===== src/rtl/core/assert_macros.svh =====
// ----------------------------------------------------------------------------
// Assertion macros
// Wrappers for concurrent assertions, used by mcws_dp.
// ----------------------------------------------------------------------------
`ifndef ASSERT_MACROS_SVH
`define ASSERT_MACROS_SVH

`ifndef ASSERT_OFF
// Clocked assertion that is disabled while reset is asserted.
`define MCWS_ASSERT(lbl, clk, rst_n, prop) \
    lbl: assert property (@(posedge clk) disable iff (!rst_n) prop) \
        else $error("assertion failed");
// Clocked assertion that is also checked during reset.
`define MCWS_ASSERT_NR(lbl, clk, prop) \
    lbl: assert property (@(posedge clk) prop) \
        else $error("assertion failed");
`else
`define MCWS_ASSERT(lbl, clk, rst_n, prop)
`define MCWS_ASSERT_NR(lbl, clk, prop)
`endif

`endif


===== src/rtl/core/mcws_pkg.sv =====
// ----------------------------------------------------------------------------
// mcws_pkg
// Types and constants shared by the watchdog supervisor modules.
// ----------------------------------------------------------------------------
package mcws_pkg;

    // Default number of client slots.
    localparam int NUM_FEEDERS_DEF = 8;

    // Field widths.
    localparam int SLOT_W    = 3;
    localparam int TMO_W     = 20;
    localparam int CD_W      = 21;
    localparam int REV_W     = 8;
    localparam int TICK_W    = 10;
    localparam int CFG_IDX_W = 2;
    localparam int CFG_DAT_W = 10;

    // Configuration reset values.
    localparam logic [REV_W-1:0]  HW_REV_RST        = 8'd2;
    localparam logic              HW_WDOG_RST       = 1'b1;
    localparam logic [TICK_W-1:0] TICK_MS_RST       = 10'd10;
    // Board revision on which signal commands are ignored.
    localparam logic [REV_W-1:0]  HW_REV_NO_SIGNAL  = 8'd1;
    // Lowest countdown value, the 21-bit signed minimum.
    localparam logic [CD_W-1:0]   CD_MIN            = {1'b1, {(CD_W-1){1'b0}}};

    // Command codes.
    typedef enum logic [1:0] {
        OP_PROMISE = 2'd0,
        OP_REMOVE  = 2'd1,
        OP_SIGNAL  = 2'd2,
        OP_TICK    = 2'd3
    } t_op;

    // Configuration register indexes.
    typedef enum logic [CFG_IDX_W-1:0] {
        CFG_HW_REV  = 2'd0,
        CFG_HW_WDOG = 2'd1,
        CFG_TICK_MS = 2'd2
    } t_cfg_idx;

    // Input beat.
    typedef struct packed {
        t_op               cmd;
        logic [SLOT_W-1:0] feeder_slot;
        logic [TMO_W-1:0]  timeout_ms;
    } t_in_item;

    // Result beat.
    typedef struct packed {
        logic              keepalive;
        logic              tripped;
        logic              fail_valid;
        logic [SLOT_W-1:0] failed_slot;
    } t_out_item;

    // Controller states.
    typedef enum logic [2:0] {
        ST_IDLE,
        ST_DECODE,
        ST_SIG_WR,
        ST_WALK,
        ST_RESP
    } t_state;

    // Commands from the controller to the datapath.
    typedef struct packed {
        logic capture;
        logic promise_wr;
        logic remove_wr;
        logic sig_rd;
        logic sig_wr;
        logic walk_start;
        logic walk_step;
        logic resp_load;
    } t_dp_cmd;

    // Status from the datapath to the controller.
    typedef struct packed {
        t_op  op;
        logic running;
        logic walk_done;
        logic out_free;
    } t_dp_status;

endpackage


===== src/rtl/core/multi_client_watchdog_supervisor_top.sv =====
// Sequence: promise and remove pass decode, then the response state; a signal adds a
// write state after decode, and a tick while running adds the slot walk; the response
// waits until the result register is free. Only one item is in flight at a time, and the
// walk visits one slot a cycle through the single write port of the countdown memory.
// Reset: synchronous; slot valid bits clear at once, no clearing pass is needed.
// ----------------------------------------------------------------------------
// multi_client_watchdog_supervisor_top
// Multi-client software watchdog: per-slot countdowns with sticky trip.
// ----------------------------------------------------------------------------
module multi_client_watchdog_supervisor_top #(
    parameter int NUM_FEEDERS = mcws_pkg::NUM_FEEDERS_DEF
) (
    input  logic                           i_clk,
    input  logic                           i_rst_n,
    // Input channel.
    input  logic                           i_in_valid,
    output logic                           o_in_stall,
    input  mcws_pkg::t_in_item             i_in_item,
    // Result channel.
    output logic                           o_out_valid,
    input  logic                           i_out_stall,
    output mcws_pkg::t_out_item            o_out_item,
    // Configuration channel.
    input  logic                           i_cfg_valid,
    output logic                           o_cfg_ready,
    input  logic [mcws_pkg::CFG_IDX_W-1:0] i_cfg_index,
    input  logic [mcws_pkg::CFG_DAT_W-1:0] i_cfg_data
);
    import mcws_pkg::*;

    t_dp_cmd    dp_cmd;
    t_dp_status dp_status;
    logic       cfg_we;

    // Configuration beats are always taken.
    assign o_cfg_ready = 1'b1;
    assign cfg_we      = i_cfg_valid && o_cfg_ready;

    // Command sequencer.
    mcws_ctrl u_ctrl (
        .i_clk      (i_clk),
        .i_rst_n    (i_rst_n),
        .i_in_valid (i_in_valid),
        .o_in_stall (o_in_stall),
        .i_status   (dp_status),
        .o_cmd      (dp_cmd)
    );

    // Slot storage and arithmetic.
    mcws_dp #(
        .NUM_FEEDERS (NUM_FEEDERS)
    ) u_dp (
        .i_clk       (i_clk),
        .i_rst_n     (i_rst_n),
        .i_cfg_we    (cfg_we),
        .i_cfg_index (i_cfg_index),
        .i_cfg_data  (i_cfg_data),
        .i_in_item   (i_in_item),
        .o_out_valid (o_out_valid),
        .i_out_stall (i_out_stall),
        .o_out_item  (o_out_item),
        .i_cmd       (dp_cmd),
        .o_status    (dp_status)
    );

endmodule


===== src/rtl/core/mcws_ctrl.sv =====
// ----------------------------------------------------------------------------
// mcws_ctrl
// Sequencer that steps the datapath through each command and the slot walk.
// ----------------------------------------------------------------------------
module mcws_ctrl (
    input  logic                i_clk,
    input  logic                i_rst_n,
    input  logic                i_in_valid,
    output logic                o_in_stall,
    input  mcws_pkg::t_dp_status i_status,
    output mcws_pkg::t_dp_cmd   o_cmd
);
    import mcws_pkg::*;

    t_state r_state;
    t_state n_state;

    // State register.
    always_ff @(posedge i_clk) begin
        if (!i_rst_n) begin
            r_state <= ST_IDLE;
        end else begin
            r_state <= n_state;
        end
    end

    // Next-state logic.
    always_comb begin
        n_state = r_state;
        unique case (r_state)
            ST_IDLE: begin
                if (i_in_valid) begin
                    n_state = ST_DECODE;
                end
            end
            ST_DECODE: begin
                unique case (i_status.op)
                    OP_PROMISE, OP_REMOVE: n_state = ST_RESP;
                    OP_SIGNAL:             n_state = ST_SIG_WR;
                    OP_TICK:               n_state = i_status.running ? ST_WALK : ST_RESP;
                    default:               n_state = ST_RESP;
                endcase
            end
            ST_SIG_WR: begin
                n_state = ST_RESP;
            end
            ST_WALK: begin
                if (i_status.walk_done) begin
                    n_state = ST_RESP;
                end
            end
            ST_RESP: begin
                if (i_status.out_free) begin
                    n_state = ST_IDLE;
                end
            end
            default: begin
                n_state = ST_IDLE;
            end
        endcase
    end

    // Output logic.
    always_comb begin
        o_cmd      = '0;
        o_in_stall = 1'b1;
        unique case (r_state)
            ST_IDLE: begin
                o_in_stall  = 1'b0;
                o_cmd.capture = i_in_valid;
            end
            ST_DECODE: begin
                o_cmd.promise_wr = (i_status.op == OP_PROMISE);
                o_cmd.remove_wr  = (i_status.op == OP_REMOVE);
                o_cmd.sig_rd     = (i_status.op == OP_SIGNAL);
                o_cmd.walk_start = (i_status.op == OP_TICK) && i_status.running;
            end
            ST_SIG_WR: begin
                o_cmd.sig_wr = 1'b1;
            end
            ST_WALK: begin
                o_cmd.walk_step = 1'b1;
            end
            ST_RESP: begin
                o_cmd.resp_load = i_status.out_free;
            end
            default: begin
                o_cmd = '0;
            end
        endcase
    end

endmodule


===== src/rtl/core/mcws_dp.sv =====
// ----------------------------------------------------------------------------
// mcws_dp
// Slot storage, countdown arithmetic, configuration and result register.
// ----------------------------------------------------------------------------
`include "assert_macros.svh"

module mcws_dp #(
    parameter int NUM_FEEDERS = mcws_pkg::NUM_FEEDERS_DEF
) (
    input  logic                              i_clk,
    input  logic                              i_rst_n,
    // Configuration writes.
    input  logic                              i_cfg_we,
    input  logic [mcws_pkg::CFG_IDX_W-1:0]    i_cfg_index,
    input  logic [mcws_pkg::CFG_DAT_W-1:0]    i_cfg_data,
    // Input payload.
    input  mcws_pkg::t_in_item                i_in_item,
    // Result channel.
    output logic                              o_out_valid,
    input  logic                              i_out_stall,
    output mcws_pkg::t_out_item               o_out_item,
    // Controller link.
    input  mcws_pkg::t_dp_cmd                 i_cmd,
    output mcws_pkg::t_dp_status              o_status
);
    import mcws_pkg::*;

    localparam int IDX_W = (NUM_FEEDERS > 1) ? $clog2(NUM_FEEDERS) : 1;
    localparam int CNT_W = IDX_W + 1;
    localparam logic [IDX_W-1:0] LAST_IDX = IDX_W'(NUM_FEEDERS - 1);
    localparam logic [CNT_W-1:0] CNT_END  = CNT_W'(NUM_FEEDERS);

    // Configuration registers.
    logic [REV_W-1:0]  r_hw_rev;
    logic              r_hw_wdog;
    logic [TICK_W-1:0] r_tick_ms;

    always_ff @(posedge i_clk) begin
        if (!i_rst_n) begin
            r_hw_rev  <= HW_REV_RST;
            r_hw_wdog <= HW_WDOG_RST;
            r_tick_ms <= TICK_MS_RST;
        end else if (i_cfg_we) begin
            unique case (i_cfg_index)
                CFG_HW_REV:  r_hw_rev  <= i_cfg_data[REV_W-1:0];
                CFG_HW_WDOG: r_hw_wdog <= i_cfg_data[0];
                CFG_TICK_MS: r_tick_ms <= i_cfg_data[TICK_W-1:0];
                default: ;
            endcase
        end
    end

    // Captured input item.
    t_in_item r_item;

    always_ff @(posedge i_clk) begin
        if (i_cmd.capture) begin
            r_item <= i_in_item;
        end
    end

    logic             slot_in_range;
    logic [IDX_W-1:0] slot_addr;

    assign slot_in_range = (32'(r_item.feeder_slot) < 32'(NUM_FEEDERS));
    assign slot_addr     = IDX_W'(r_item.feeder_slot);

    // Slot valid bits.
    logic [NUM_FEEDERS-1:0] r_slot_valid;
    logic                   slot_is_valid;

    assign slot_is_valid = slot_in_range && r_slot_valid[slot_addr];

    always_ff @(posedge i_clk) begin
        if (!i_rst_n) begin
            r_slot_valid <= '0;
        end else if (slot_in_range) begin
            if (i_cmd.promise_wr) begin
                r_slot_valid[slot_addr] <= 1'b1;
            end else if (i_cmd.remove_wr) begin
                r_slot_valid[slot_addr] <= 1'b0;
            end
        end
    end

    // Promised timeout memory, read when a signal reloads a countdown.
    logic [TMO_W-1:0] mem_pt [NUM_FEEDERS];
    logic [TMO_W-1:0] r_pt_rd;

    always_ff @(posedge i_clk) begin
        if (i_cmd.promise_wr && slot_in_range) begin
            mem_pt[slot_addr] <= r_item.timeout_ms;
        end
        if (i_cmd.sig_rd && slot_in_range) begin
            r_pt_rd <= mem_pt[slot_addr];
        end
    end

    // Walk counters: r_idx issues reads, r_widx is the slot being written back.
    logic [CNT_W-1:0] r_idx;
    logic [IDX_W-1:0] r_widx;
    logic             r_pend;
    logic             rd_issue;

    assign rd_issue = i_cmd.walk_step && (r_idx < CNT_END);

    always_ff @(posedge i_clk) begin
        if (!i_rst_n) begin
            r_idx  <= '0;
            r_pend <= 1'b0;
        end else if (i_cmd.walk_start) begin
            r_idx  <= '0;
            r_pend <= 1'b0;
        end else if (i_cmd.walk_step) begin
            r_pend <= rd_issue;
            if (rd_issue) begin
                r_idx <= r_idx + 1'b1;
            end
        end
    end

    always_ff @(posedge i_clk) begin
        if (rd_issue) begin
            r_widx <= r_idx[IDX_W-1:0];
        end
    end

    // Countdown memory with one write port and one registered read port.
    logic [CD_W-1:0]  mem_cd [NUM_FEEDERS];
    logic [CD_W-1:0]  r_cd_rd;
    logic             cd_we;
    logic [IDX_W-1:0] cd_waddr;
    logic [CD_W-1:0]  cd_wdata;

    always_ff @(posedge i_clk) begin
        if (cd_we) begin
            mem_cd[cd_waddr] <= cd_wdata;
        end
        if (rd_issue) begin
            r_cd_rd <= mem_cd[r_idx[IDX_W-1:0]];
        end
    end

    // Decrement with saturation at the 21-bit minimum.
    logic [CD_W:0]   cd_diff;
    logic            cd_sat;
    logic [CD_W-1:0] cd_next;
    logic            wb_active;
    logic            wb_fail;

    assign cd_diff   = {r_cd_rd[CD_W-1], r_cd_rd} - {{(CD_W+1-TICK_W){1'b0}}, r_tick_ms};
    assign cd_sat    = cd_diff[CD_W] && !cd_diff[CD_W-1];
    assign cd_next   = cd_sat ? CD_MIN : cd_diff[CD_W-1:0];
    assign wb_active = i_cmd.walk_step && r_pend && r_slot_valid[r_widx];
    assign wb_fail   = wb_active && cd_next[CD_W-1];

    // Write port selection.
    logic sig_ok;

    assign sig_ok = (r_hw_rev != HW_REV_NO_SIGNAL) && slot_is_valid;

    always_comb begin
        cd_we    = 1'b0;
        cd_waddr = slot_addr;
        cd_wdata = {1'b0, r_item.timeout_ms};
        if (i_cmd.promise_wr && slot_in_range) begin
            cd_we = 1'b1;
        end else if (i_cmd.sig_wr && sig_ok) begin
            cd_we    = 1'b1;
            cd_wdata = {1'b0, r_pt_rd};
        end else if (wb_active) begin
            cd_we    = 1'b1;
            cd_waddr = r_widx;
            cd_wdata = cd_next;
        end
    end

    // Running flag and failure capture.
    logic             r_running;
    logic             r_fail_valid;
    logic [SLOT_W-1:0] r_failed_slot;

    always_ff @(posedge i_clk) begin
        if (!i_rst_n) begin
            r_running    <= 1'b1;
            r_fail_valid <= 1'b0;
        end else if (i_cmd.capture) begin
            r_fail_valid <= 1'b0;
        end else if (wb_fail) begin
            r_running    <= 1'b0;
            r_fail_valid <= 1'b1;
        end
    end

    always_ff @(posedge i_clk) begin
        if (i_cmd.capture) begin
            r_failed_slot <= '0;
        end else if (wb_fail && !r_fail_valid) begin
            r_failed_slot <= SLOT_W'(r_widx);
        end
    end

    // Result register, free when empty or being taken this cycle.
    logic      r_out_valid;
    t_out_item r_out;
    logic      out_free;

    assign out_free = !r_out_valid || !i_out_stall;

    always_ff @(posedge i_clk) begin
        if (!i_rst_n) begin
            r_out_valid <= 1'b0;
        end else if (i_cmd.resp_load) begin
            r_out_valid <= 1'b1;
        end else if (!i_out_stall) begin
            r_out_valid <= 1'b0;
        end
    end

    always_ff @(posedge i_clk) begin
        if (i_cmd.resp_load) begin
            r_out.keepalive   <= (r_item.cmd == OP_TICK) && r_running && r_hw_wdog;
            r_out.tripped     <= !r_running;
            r_out.fail_valid  <= r_fail_valid;
            r_out.failed_slot <= r_failed_slot;
        end
    end

    assign o_out_valid = r_out_valid;
    assign o_out_item  = r_out;

    // Status back to the controller.
    assign o_status.op        = r_item.cmd;
    assign o_status.running   = r_running;
    assign o_status.walk_done = r_pend && (r_widx == LAST_IDX);
    assign o_status.out_free  = out_free;

    // Once tripped, the supervisor stays tripped until reset.
    `MCWS_ASSERT(a_trip_sticky, i_clk, i_rst_n, !r_running |=> !r_running)
    // A reported failure always comes with the tripped flag.
    `MCWS_ASSERT(a_fail_trips, i_clk, i_rst_n, (r_out_valid && r_out.fail_valid) |-> r_out.tripped)
    // No keepalive leaves a tripped supervisor.
    `MCWS_ASSERT(a_keep_untripped, i_clk, i_rst_n,
        (r_out_valid && r_out.keepalive) |-> !r_out.tripped)
    // Reset empties the result register.
    `MCWS_ASSERT_NR(a_reset_empty, i_clk, !i_rst_n |=> !r_out_valid)

endmodule

===== config.mk =====
export PLATFORM = sky130hd
export DESIGN_NAME = multi_client_watchdog_supervisor_top
export DESIGN_NICKNAME = d
export VERILOG_FILES = /design/src/rtl/core/mcws_pkg.sv /design/src/rtl/core/multi_client_watchdog_supervisor_top.sv /design/src/rtl/core/mcws_ctrl.sv /design/src/rtl/core/mcws_dp.sv
export VERILOG_INCLUDE_DIRS = /design/src /design/src/rtl/core
export SDC_FILE = /design/constraint.sdc
export NUM_CORES = 1
export LEC_CHECK = 0
export BUFFER_PORTS_ARGS = -buffer_cell sky130_fd_sc_hd__buf_4
export CORE_ASPECT_RATIO = 0.5
export CORE_MARGIN = 1.5
export CORE_UTILIZATION = 56
export CTS_CLUSTER_DIAMETER = 60
export DETAILED_ROUTE_END_ITERATION = 10
export HOLD_SLACK_MARGIN = 0.02
export PLACE_DENSITY_LB_ADDON = 0.12
export SYNTH_ARGS = -nofsm -noshare
export SYNTH_HDL_FRONTEND = slang
export SYNTH_HIERARCHICAL = 1
export SYNTH_SLANG_ARGS = --single-unit

===== constraint.sdc =====
create_clock -name i_clk -period 3.22 [get_ports i_clk]
set_input_delay 0.644 -clock i_clk [delete_from_list [all_inputs] [get_ports i_clk]]
set_output_delay 0.644 -clock i_clk [all_outputs]
set_load 0.01 [all_outputs]

==> out/qor.yml, run 1 <==
arrival_ns: 3.47
worst_path_dominant_cell_family: "compound AO/OA/AOI/OAI gates"
timing.rr.end: "u_dp/mem_cd[6][18]"
drc: 0
cts_inserted_buffers: 38
clkSinkCount: 444
max_cap_violations: 0
cp_num_buf_inv: 2
post_synthesis_instance_area_mm2: 0.01768
drt-wirelength-per-cell_um: 24.57
hp-class: "in2reg"
worst_pin_slew_ns: 0.8322
worst-setup-path-type: "reg2reg"
grt_pass1_vias: 9800
required_ns: 3.44
design.portCount: 51
async_flop_share_pct: 0
nets: 1203
cp_num_cells: 11
clock_tree_from_tritoncts: "built"
placed_cells: 1532
cp-start-kind: "register"
dr.first_iter.drc_count: 1065
yosysUniqueCellTypes: 81
peakVddDrop_v: 0.0003376
post-route-min-period_ns: 3.253
netlist_top_cells_area: "sky130_fd_sc_hd__edfxtp_1 68%, sky130_fd_sc_hd__mux4_2 5.3%, sky130_fd_sc_hd__dfxtp_1 4.6%"
post-cts-setup-buffer-count: 0
total_number_of_vias: 9825
netlist_instances: 1042
crit_path_top_delay_cell: "sky130_fd_sc_hd__o31ai_1"
clock_transition_at_the_registers_of_the_reported_paths_ns: 0.07
setup_repair_after_global_routing_missed_its_margin: "yes"
violations: "negative setup slack"
yosys_most_used_dff: "sky130_fd_sc_hd__edfxtp_1"
grt_antenna_before_repair: 2
finalWirelength_um: 39360
report.final.setup_viol: 8
drive_above_1_share_pct: 25.36
reg2reg_setup_slack_ns: -0.03
grt_pass1_wl_um: 59620
average_footprint_of_a_synthesized_cell_um2: 16.97
design.core.area_mm2: 0.03069
timing_hold_violations_final: 0
die_width_um: 254.3
count_of_flip_flops_with_a_built_in_enable_after_synthesis: 403
placement.io_buffers: 49
drtAntennaViolNets: 0
power.static_leakage_nw: 6.602
syn_to_final_growth_pct: 15.52
max_freq_mhz: 307.4
finalCritPeriodShare_pct: 101.0
path_cells: "inv_1 -> ha_1 -> fa_1 -> nand2b_1 -> a21o_1 -> a31o_2 -> and3_1 -> o21ai_2 -> buf_4 -> nand2_1 -> o31ai_1"
vias_per_cell: 6.133
fin_worst_skew_ns: 0.02424
synth_top_area_cell: "sky130_fd_sc_hd__edfxtp_1"
synth_most_common_cell: "sky130_fd_sc_hd__edfxtp_1"
hpwl_um: 23810
cts_root_buf: "sky130_fd_sc_hd__clkbuf_16"
whs_ns: 0.2641
gp_congestion: 0.8037
share_comb_of_total_power_pct: 6.9
swShare_pct: 22.38
cp_slowest_stage_delay_ns: 0.74
die_h_um: 128.6
power.clock.fraction_pct: 38.4
clk_latency_ns: 0.55
crit_path_end_kind: "register"
relative_contribution_of_sequential_cells_to_total_power_pct: 54.7
synth_seq_cells: 444
stdcell_count: 1602
post-synth-top-area-fraction_pct: 68.45
htreeDepth: 2
rows: 45
track_usage_pct: 25.04
overflow: 0
synth_fp_nets: 1096
ys_warn_count: 6
power.density_mw_per_mm2: 597.3
worstHoldPathCells: 1
postLayoutCoreUtil_pct: 66.56
synth_seq_area_share_pct: 73.09
max_clock_buf_depth: 3
crit-reg2reg-launch: "u_dp/r_cd_rd[0]"
reg2regPathDepth: 11
timing_max_transition_violations_final: 0
postLayoutSetupSlackWorst_ns: -0.03349
hold_path.startpoint: "i_in_item[11]"
hold_path_end: "u_dp/r_item[11]"
crit_path_max_fanout: 8
intPower_mw: 9.469
initial_utilization_pct: 57.62
drt_pre_antenna_iters: 7
relative_slew_margins_pct: 44.04
switching_power_mw: 2.730
n_antenna_cell: 0
netlist_top_cells_count: "403 x sky130_fd_sc_hd__edfxtp_1, 94 x sky130_fd_sc_hd__a22oi_1, 45 x sky130_fd_sc_hd__nand2_1"
fp.dieArea_mm2: 0.03271
cts.hold.buffers_added: 0
outcome: "finished, violations left"
pin_count_of_the_biggest_net_entering_global_routing: 47
==> cell usage in the layout, fill, tap and decap left out, drive strengths merged, types with 14 or more instances in the layout <==
| cell | synthesis | layout |
|---|---|---|
| edfxtp | 403 | 403 |
| buf | 18 | 120 |
| a22oi | 94 | 94 |
| nand2 | 46 | 46 |
| mux4 | 44 | 44 |
| dfxtp | 41 | 41 |
| clkbuf | 35 | 39 |
| nor2 | 36 | 36 |
| inv | 25 | 27 |
| mux2 | 24 | 24 |
| nor2b | 22 | 22 |
| nand4 | 20 | 20 |
| mux2i | 18 | 18 |
| a21oi | 18 | 18 |
| nor3 | 18 | 18 |
| nand2b | 16 | 16 |
| a21boi | 15 | 15 |
| clkinv | 0 | 15 |
| o21ai | 14 | 14 |
==> final cells by class <==
type | instances | area [um2]
inverters | 25 | 93.84
fillers | 2053 | 10260
multi-input cells | 520 | 4501
flip-flops and latches | 444 | 12930
clock buffers | 39 | 954.7
well taps | 423 | 529.3
repair buffers | 120 | 1101
clock inverters | 31 | 319.1
==> stage by stage <==
step           worst slack (ns)  power [mW]  setup TNS, ns  area (um2)
2_1_floorplan           0.01982       7.212              0       17680
3_3_place_gp             0.1527       7.591              0       19110
3_5_place_dp           -0.04755       7.625        -0.8683       19110
4_1_cts                 0.02479       12.25              0       20400
5_1_grt                 -0.2219       12.59         -4.780       20420
6_report               -0.03349       12.20        -0.2279       20420
==> power groups by stage <==
stage	clock network (mW)	registers (mW)	logic, mW
global route	4.98	6.69	0.915
detailed placement	0	6.80	0.824
global placement	0	6.79	0.804
finish	4.68	6.68	0.842
floorplan	0	6.74	0.474
CTS	4.75	6.67	0.833
==> logic make-up after synthesis <==
logic type	share of synthesized area [%]
and+or+nand+nor	6.865
adders and majority gates	0.8916
muxes	8.216
other	0.02121
AOI/OAI and AO/OA	8.004
xor gates and xnor gates	0.9412
DFF	73.09
buffers and inverters	1.974
==> layer usage <==
| metal | global-route usage, % | vias to the layer above | part of all wire, % |
|---|---|---|---|
| li1 | - | 4357 | - |
| met1 | 38.96 | 5054 | 46 |
| met2 | 37.75 | 370 | 45 |
| met3 | 4.289 | 44 | 7.9 |
| met4 | 4.937 | 0 | 1.3 |
| met5 | 0 | - | 0 |
==> state kept, by name, indices dropped and copies added (netlist names), named ones only <==
name and flops:
u_dp/r_running 1, u_dp/r_pend 1, u_ctrl/r_state 3, u_dp/slot_addr 3, u_dp/r_hw_rev 8, u_dp/r_idx 4
u_dp/o_out_item 6, u_dp/r_cd_rd 21, u_dp/r_failed_slot 3, u_dp/r_widx 3, u_dp/o_status 2, u_dp/r_item 20
u_dp/o_out_valid 1, u_dp/mem_cd 168, u_dp/r_fail_valid 1, u_dp/r_tick_ms 10, u_dp/mem_pt 160, u_dp/r_hw_wdog 1
u_dp/r_pt_rd 20
==> worst reg2reg max path, delay by kind of cell, from the launching register on <==
kind                       cells  cell delay [ns]
AOI/OAI and AO/OA              4             1.32
adders and majority gates      2             0.61
buffers and inverters          2             0.19
DFF                            1             0.32
and+or+nand+nor                3             0.50
==> repair_timing <==
action                                  in CTS  in global routing
endpoints found under the setup margin      24                 48
resized for setup                            3                  4
endpoints found under the hold margin        0                  0
==> worst max path at each step <==
stage                       from                  to
5_1_grt          u_dp/r_cd_rd[0]  u_dp/mem_cd[5][14]
3_5_place_dp     u_dp/r_cd_rd[0]   u_dp/mem_cd[2][0]
3_3_place_gp     u_dp/r_cd_rd[0]   u_dp/mem_cd[2][0]
2_1_floorplan  u_ctrl/r_state[0]   u_dp/mem_cd[0][0]
4_1_cts          u_dp/r_cd_rd[0]  u_dp/mem_cd[6][18]
6_report         u_dp/r_cd_rd[0]  u_dp/mem_cd[6][18]
Power figures use the tool's default switching activity.
==> run 2: changes to the inputs <==
--- a/config.mk
+++ b/config.mk
@@ -9,12 +9,12 @@
 export BUFFER_PORTS_ARGS = -buffer_cell sky130_fd_sc_hd__buf_4
 export CORE_ASPECT_RATIO = 0.5
 export CORE_MARGIN = 1.5
-export CORE_UTILIZATION = 56
+export CORE_UTILIZATION = 58
+export CTS_BUF_LIST = sky130_fd_sc_hd__clkbuf_2 sky130_fd_sc_hd__clkbuf_4 sky130_fd_sc_hd__clkbuf_8
 export CTS_CLUSTER_DIAMETER = 60
 export DETAILED_ROUTE_END_ITERATION = 10
 export HOLD_SLACK_MARGIN = 0.02
 export PLACE_DENSITY_LB_ADDON = 0.12
 export SYNTH_ARGS = -nofsm -noshare
 export SYNTH_HDL_FRONTEND = slang
-export SYNTH_HIERARCHICAL = 1
 export SYNTH_SLANG_ARGS = --single-unit
==> run 2 against run 1 <==
- the flow now finishes without violations
- critical path depth shrank 3
- power grew 1.1%
- non-clock buffer count shrank 18
- global-route usage grew 1.2 points
- largest cell class unchanged
- hold slack lost 0.074 ns
- synthesized cell count shrank 1.5%
- worst setup slack gained 0.16 ns
- register-to-register slack gained 0.16 ns
- via count grew 0.68%
- combinational power grew 51%
==> out/qor.yml, run 2 <==
post_synth_and_or_nand_nor_area_fraction_pct: 5.496
reg2reg_setup_slack_ns: 0.12
die_width_um: 248.9
htreeDepth: 2
max_flop_register: "u_dp.mem_cd"
max_clock_buf_depth: 3
timing.rr.end: "u_dp.mem_cd[0][9]"
timing_hold_violations_final: 0
grt_pass1_wl_um: 60420
intPower_mw: 9.231
ys_warn_count: 0
clk_latency_ns: 0.64
n_antenna_cell: 0
async_flop_share_pct: 0
arrival_ns: 3.44
synth-xor-area-share_pct: 0.8495
yosysUniqueCellTypes: 72
largest_reg_flops: 168
cts.hold.buffers_added: 0
drt_pre_antenna_iters: 7
post_synthesis_instance_area_mm2: 0.01753
clock_transition_at_the_registers_of_the_reported_paths_ns: 0.08
swShare_pct: 25.14
gp_congestion: 0.9067
origin_of_the_worst_setup_path: "u_dp.r_cd_rd[9]"
rows: 44
design.core.area_mm2: 0.02934
relative_slew_margins_pct: 44.83
power.static_leakage_nw: 6.548
count_of_flip_flops_with_a_built_in_enable_after_synthesis: 403
power.clock.fraction_pct: 33.3
power.density_mw_per_mm2: 620.1
hp-class: "in2reg"
synth_top_area_cell: "sky130_fd_sc_hd__edfxtp_1"
setup_total_negative_slack_ns: 0
finalCritPeriodShare_pct: 96.16
drc: 0
cp-start-kind: "register"
overflow: 0
largest_family_of_logic_cells_by_synthesized_area: "multiplexers"
cts_root_buf: "sky130_fd_sc_hd__clkbuf_8"
dr.first_iter.drc_count: 1106
crit_path_end_kind: "register"
worstSetupEndpoint: "u_dp.mem_cd[0][9]"
grt_antenna_before_repair: 2
reg2regPathDepth: 8
clkSinkCount: 444
initial_utilization_pct: 59.73
grt_pass1_vias: 9853
pin_count_of_the_biggest_net_entering_global_routing: 29
crit_path_max_fanout: 15
max_freq_mhz: 323.0
drive_above_1_share_pct: 26.53
synth_seq_area_share_pct: 73.72
layout_common_cells: "403 x sky130_fd_sc_hd__edfxtp_1, 94 x sky130_fd_sc_hd__buf_4, 65 x sky130_fd_sc_hd__clkbuf_8"
outcome: "complete, no violations"
relative_contribution_of_sequential_cells_to_total_power_pct: 56.4
peakVddDrop_v: 0.0004728
track_usage_pct: 26.25
worst-setup-path-type: "reg2reg"
biggestRegsByFlops: "u_dp.mem_cd: 168 flops, u_dp.mem_pt: 160 flops, u_dp.r_cd_rd: 21 flops"
share_comb_of_total_power_pct: 10.3
post_synth_fa_ha_maj_area_fraction_pct: 0.8994
finalWirelength_um: 40080
post-route-min-period_ns: 3.096
max_cap_violations: 0
synth_mux_area_share_pct: 8.887
netlist_top_cells_count: "403 x sky130_fd_sc_hd__edfxtp_1, 52 x sky130_fd_sc_hd__a22oi_1, 50 x sky130_fd_sc_hd__nor2_1"
drtAntennaViolNets: 0
cts_inserted_buffers: 57
hpwl_um: 24650
synth_compound_gate_area_share_pct: 8.409
nets: 1190
netlist_top_cells_area: "sky130_fd_sc_hd__edfxtp_1 69%, sky130_fd_sc_hd__mux4_2 5.9%, sky130_fd_sc_hd__dfxtp_1 4.7%"
die_h_um: 125.9
drt-wirelength-per-cell_um: 25.51
placement.io_buffers: 49
timing_max_transition_violations_final: 0
vias_per_cell: 6.297
syn_to_final_growth_pct: 13.46
switching_power_mw: 3.100
post-synth-top-area-fraction_pct: 69.04
design.portCount: 51
total_number_of_vias: 9892
layout.cells.most_common: "sky130_fd_sc_hd__edfxtp_1"
report.final.setup_viol: 0
netlist_instances: 1026
fin_worst_skew_ns: 0.04219
synth_most_common_cell: "sky130_fd_sc_hd__edfxtp_1"
synth_fp_nets: 1080
yosys_most_used_dff: "sky130_fd_sc_hd__edfxtp_1"
setup_repair_after_global_routing_missed_its_margin: "no"
required_ns: 3.56
worst_pin_slew_ns: 0.8275
postLayoutCoreUtil_pct: 67.77
fp.dieArea_mm2: 0.03134
average_footprint_of_a_synthesized_cell_um2: 17.08
clock_tree_from_tritoncts: "built"
crit-reg2reg-launch: "u_dp.r_cd_rd[9]"
synth_seq_cells: 444
==> run 2: changes by cell type after synthesis, moves of 8 or more <==
cell / before / now
sky130_fd_sc_hd__a22oi_1: 94 / 52
sky130_fd_sc_hd__a21oi_1: 17 / 43
sky130_fd_sc_hd__o22ai_1: 0 / 18
sky130_fd_sc_hd__nor2b_1: 21 / 4
sky130_fd_sc_hd__nor2_1: 34 / 50
sky130_fd_sc_hd__a21boi_0: 15 / 0
sky130_fd_sc_hd__nand4_1: 20 / 5
sky130_fd_sc_hd__a22o_1: 0 / 13
sky130_fd_sc_hd__nand3_1: 8 / 20
sky130_fd_sc_hd__nand2_1: 45 / 34
sky130_fd_sc_hd__a221oi_1: 3 / 13
sky130_fd_sc_hd__nand2b_1: 16 / 6
sky130_fd_sc_hd__o22ai_2: 0 / 10
sky130_fd_sc_hd__o21a_1: 10 / 2
==> run 2: final cells by class <==
class	instances	area [um2]
inverter	22	82.58
timing repair buffer	102	865.8
multi-input combinational	509	4385
clock buffer	75	969.7
fill	1926	9457
tap	391	489.2
clock inverter	28	167.7
sequential	444	12930
==> run 2: worst min path at each step <==
stage | from | slack [ns] | to | depth (start not counted)
4_1_cts | i_in_item[17] | 0.14 | u_dp.r_item[17] | 1
3_5_place_dp | u_dp.r_failed_slot[0] | 0.42 | u_dp.o_out_item[0] | 0
2_1_floorplan | u_dp.r_failed_slot[0] | 0.41 | u_dp.o_out_item[0] | 0
3_3_place_gp | u_dp.r_failed_slot[1] | 0.42 | u_dp.o_out_item[1] | 0
6_report | i_in_item[15] | 0.19 | u_dp.r_item[15] | 1
5_1_grt | i_in_item[14] | 0.15 | u_dp.r_item[14] | 1
==> run 2: what timing repair did <==
item | CTS | global route
buffers inserted | 0 | 0
gates resized for setup | 0 | 5
endpoints found under the setup margin | 0 | 38
==> run 2: routing by layer <==
layer,routed length (um),track usage (%),share of wire (%),up-vias
li1,-,-,-,4365
met1,17940,40.18,45,5017
met2,17790,38.84,44,451
met3,3710,5.726,9.3,57
met4,627,6.568,1.6,2
met5,11,0,0.027,-
==> run 2: worst max-delay path, stage by stage, from the launching register on <==
cell and delay (ns):
sky130_fd_sc_hd__edfxtp_1 0.38, sky130_fd_sc_hd__ha_1 0.26, sky130_fd_sc_hd__or4_4 0.57, sky130_fd_sc_hd__or4b_4 0.55, sky130_fd_sc_hd__nor2_4 0.18, sky130_fd_sc_hd__a41oi_2 0.20
sky130_fd_sc_hd__nand2_4 0.29, sky130_fd_sc_hd__buf_4 0.21, sky130_fd_sc_hd__o22ai_2 0.15
==> run 2: power by group through the flow <==
stage / Combinational, mW / Clock (mW) / Sequential (mW)
2_1_floorplan: 0.790 / 0 / 6.94
3_3_place_gp: 1.21 / 0 / 7.05
3_5_place_dp: 1.25 / 0 / 7.07
4_1_cts: 1.25 / 4.18 / 6.95
5_1_grt: 1.37 / 4.43 / 6.98
6_report: 1.27 / 4.11 / 6.96
==> run 2: metrics by stage <==
step / setup WS [ns] / cells / power, mW / hold WS, ns / area [um2]
finish: 0.1236 / 1571 / 12.33 / 0.1903 / 19890
global route: 0.01972 / 1571 / 12.78 / 0.1472 / 19890
CTS: 0.04408 / 1571 / 12.38 / 0.1415 / 19880
detailed placement: 0.1074 / 1468 / 8.322 / 0.4222 / 18740
global placement: 0.2470 / 1468 / 8.269 / 0.4155 / 18740
floorplan: -0.1973 / 1026 / 7.727 / 0.4081 / 17530
==> run 2: kinds of logic after synthesis <==
kind of cell               after synthesis
adders and majority gates               12
DFF                                    444
other                                    1
buffers and inverters                   73
xor gates and xnor gates                17
muxes                                   95
AOI/OAI and AO/OA                      201
and+or+nand+nor                        183
==> run 3: changes to the inputs <==
--- a/config.mk
+++ b/config.mk
@@ -6,10 +6,12 @@
 export SDC_FILE = /design/constraint.sdc
 export NUM_CORES = 1
 export LEC_CHECK = 0
+export ABC_CLOCK_PERIOD_IN_PS = 3220
 export BUFFER_PORTS_ARGS = -buffer_cell sky130_fd_sc_hd__buf_4
+export CAP_MARGIN = 20
 export CORE_ASPECT_RATIO = 0.5
 export CORE_MARGIN = 1.5
-export CORE_UTILIZATION = 58
+export CORE_UTILIZATION = 50
 export CTS_BUF_LIST = sky130_fd_sc_hd__clkbuf_2 sky130_fd_sc_hd__clkbuf_4 sky130_fd_sc_hd__clkbuf_8
 export CTS_CLUSTER_DIAMETER = 60
 export DETAILED_ROUTE_END_ITERATION = 10
==> run 3 against run 2 <==
- non-clock buffer count grew 9
- clock power is essentially flat
- critical path type unchanged
- largest cell class unchanged
- hold slack lost 0.016 ns
- register-to-register slack gained 0.03 ns
==> out/qor.yml, run 3 (same netlist as run 2, synthesis figures left out) <==
swShare_pct: 25.19
crit_path_end_kind: "register"
placement.io_buffers: 49
post-route-min-period_ns: 3.063
layout.cells.most_common: "sky130_fd_sc_hd__edfxtp_1"
clock_tree_from_tritoncts: "built"
cts_inserted_buffers: 59
hpwl_um: 25070
timing_hold_violations_final: 0
worst_pin_slew_ns: 0.8610
design.core.area_mm2: 0.03447
total_number_of_vias: 9863
design.portCount: 51
cts_root_buf: "sky130_fd_sc_hd__clkbuf_8"
gp_congestion: 0.8289
vias_per_cell: 5.917
rows: 48
intPower_mw: 9.257
max_flop_register: "u_dp.mem_cd"
max_freq_mhz: 326.5
setup_repair_after_global_routing_missed_its_margin: "no"
n_fill_cell: 2671
required_ns: 3.55
layout_common_cells: "403 x sky130_fd_sc_hd__edfxtp_1, 102 x sky130_fd_sc_hd__buf_4, 63 x sky130_fd_sc_hd__clkbuf_8"
worst-setup-path-type: "reg2reg"
grt_pass1_wl_um: 60170
pin_count_of_the_biggest_net_entering_global_routing: 47
power.clock.fraction_pct: 33.4
largest_reg_flops: 168
cts.hold.buffers_added: 0
area_occupied_by_multi_input_gates_mm2: 0.004375
drt_pre_antenna_iters: 5
share_comb_of_total_power_pct: 10.6
track_usage_pct: 23.05
relative_contribution_of_sequential_cells_to_total_power_pct: 56.0
finalWirelength_um: 41070
drtAntennaViolNets: 0
power.density_mw_per_mm2: 616.8
n_antenna_cell: 0
die_width_um: 267.8
postLayoutCoreUtil_pct: 58.20
max_cap_violations: 0
clkSinkCount: 444
die_h_um: 135.4
whs_ns: 0.1741
outcome: "complete, no violations"
report.power.total_mw: 12.37
clock_transition_at_the_registers_of_the_reported_paths_ns: 0.07
fp.dieArea_mm2: 0.03626
grt_pass1_vias: 9741
syn_to_final_growth_pct: 14.46
relative_slew_margins_pct: 42.16
hp-class: "in2reg"
drive_above_1_share_pct: 27.68
report.final.setup_viol: 0
max_clock_buf_depth: 3
seq_area_mm2: 0.01293
arrival_ns: 3.39
nets: 1201
overflow: 0
power.static_leakage_nw: 6.598
switching_power_mw: 3.117
biggestRegsByFlops: "u_dp.mem_cd: 168 flops, u_dp.mem_pt: 160 flops, u_dp.r_cd_rd: 21 flops"
finalCritPeriodShare_pct: 95.12
drt-wirelength-per-cell_um: 24.64
peakVddDrop_v: 0.0003701
drc: 0
htreeDepth: 2
clk_latency_ns: 0.64
grt_antenna_before_repair: 0
dr.first_iter.drc_count: 913
cp-start-kind: "register"
fin_worst_skew_ns: 0.02271
timing_max_transition_violations_final: 0
initial_utilization_pct: 50.85
crit_path_max_fanout: 15
## run 3: cell types whose count changed in the layout (fill, tap and decap cells not counted), sizes merged
cell / before / now
clkbuf: 75 / 87
bufinv: 1 / 0
clkinvlp: 1 / 2
buf: 102 / 111
inv: 23 / 22
clkinv: 25 / 17
## run 3: path summary, 6_finish.rpt
check                                      startpoint                 end  slack, ns  cells after the start
worst max-delay path                  u_dp.r_cd_rd[9]   u_dp.mem_cd[0][9]       0.16                      8
worst min-delay path                     i_in_item[3]      u_dp.r_item[3]       0.17                      1
worst max register to register        u_dp.r_cd_rd[9]   u_dp.mem_cd[0][9]       0.16                      8
worst min register to register  u_dp.r_failed_slot[0]  u_dp.o_out_item[0]       0.44                      0
## run 3: power by group through the flow
stage	Clock [mW]	Combinational [mW]	Sequential (mW)
finish	4.14	1.31	6.93
global route	4.43	1.40	6.95
CTS	4.21	1.30	6.92
detailed placement	0	1.29	7.05
global placement	0	1.27	7.03
floorplan	0	0.790	6.94
## run 3: layout make-up
class                           instances  area share (%)
Inverter                               22          0.4116
Timing Repair Buffer                  111           4.715
Clock inverter                         19          0.4553
Clock buffer                           87           5.220
Sequential cell                       444           64.43
Multi-Input combinational cell        509           21.81
Tap cell                              475           2.962
## run 3: through the flow
step	area, um2	TNS, ns	std cells	setup slack (ns)
floorplan	17530	-7.892	1026	-0.1973
global placement	18880	0	1555	0.1885
detailed placement	18880	0	1555	0.06480
CTS	20020	0	1661	0.06185
global route	20060	0	1667	0.05949
finish	20060	0	1667	0.1572
## run 3: worst max-delay path, cell delays in order, from the launching register on
cell and delay [ns]:
sky130_fd_sc_hd__edfxtp_1 0.37, sky130_fd_sc_hd__ha_1 0.28, sky130_fd_sc_hd__or4_4 0.58, sky130_fd_sc_hd__or4b_4 0.55, sky130_fd_sc_hd__nor3_2 0.20, sky130_fd_sc_hd__o2111ai_2 0.18
sky130_fd_sc_hd__nand2_4 0.25, sky130_fd_sc_hd__buf_4 0.18, sky130_fd_sc_hd__o22ai_2 0.16
## run 3: layer usage
layer / track usage (%) / part of all wire (%)
met1: 34.06 / 46
met2: 33.64 / 43
met3: 6.670 / 8.8
met4: 5.869 / 1.3
met5: 0.4054 / 0
## run 3: repair_timing
| item | 4_1_cts | 5_1_grt |
|---|---|---|
| hold endpoints to repair | 0 | 0 |
| setup endpoints to repair | 0 | 31 |
| buffers inserted | 0 | 6 |
| gates resized for setup | 0 | 3 |
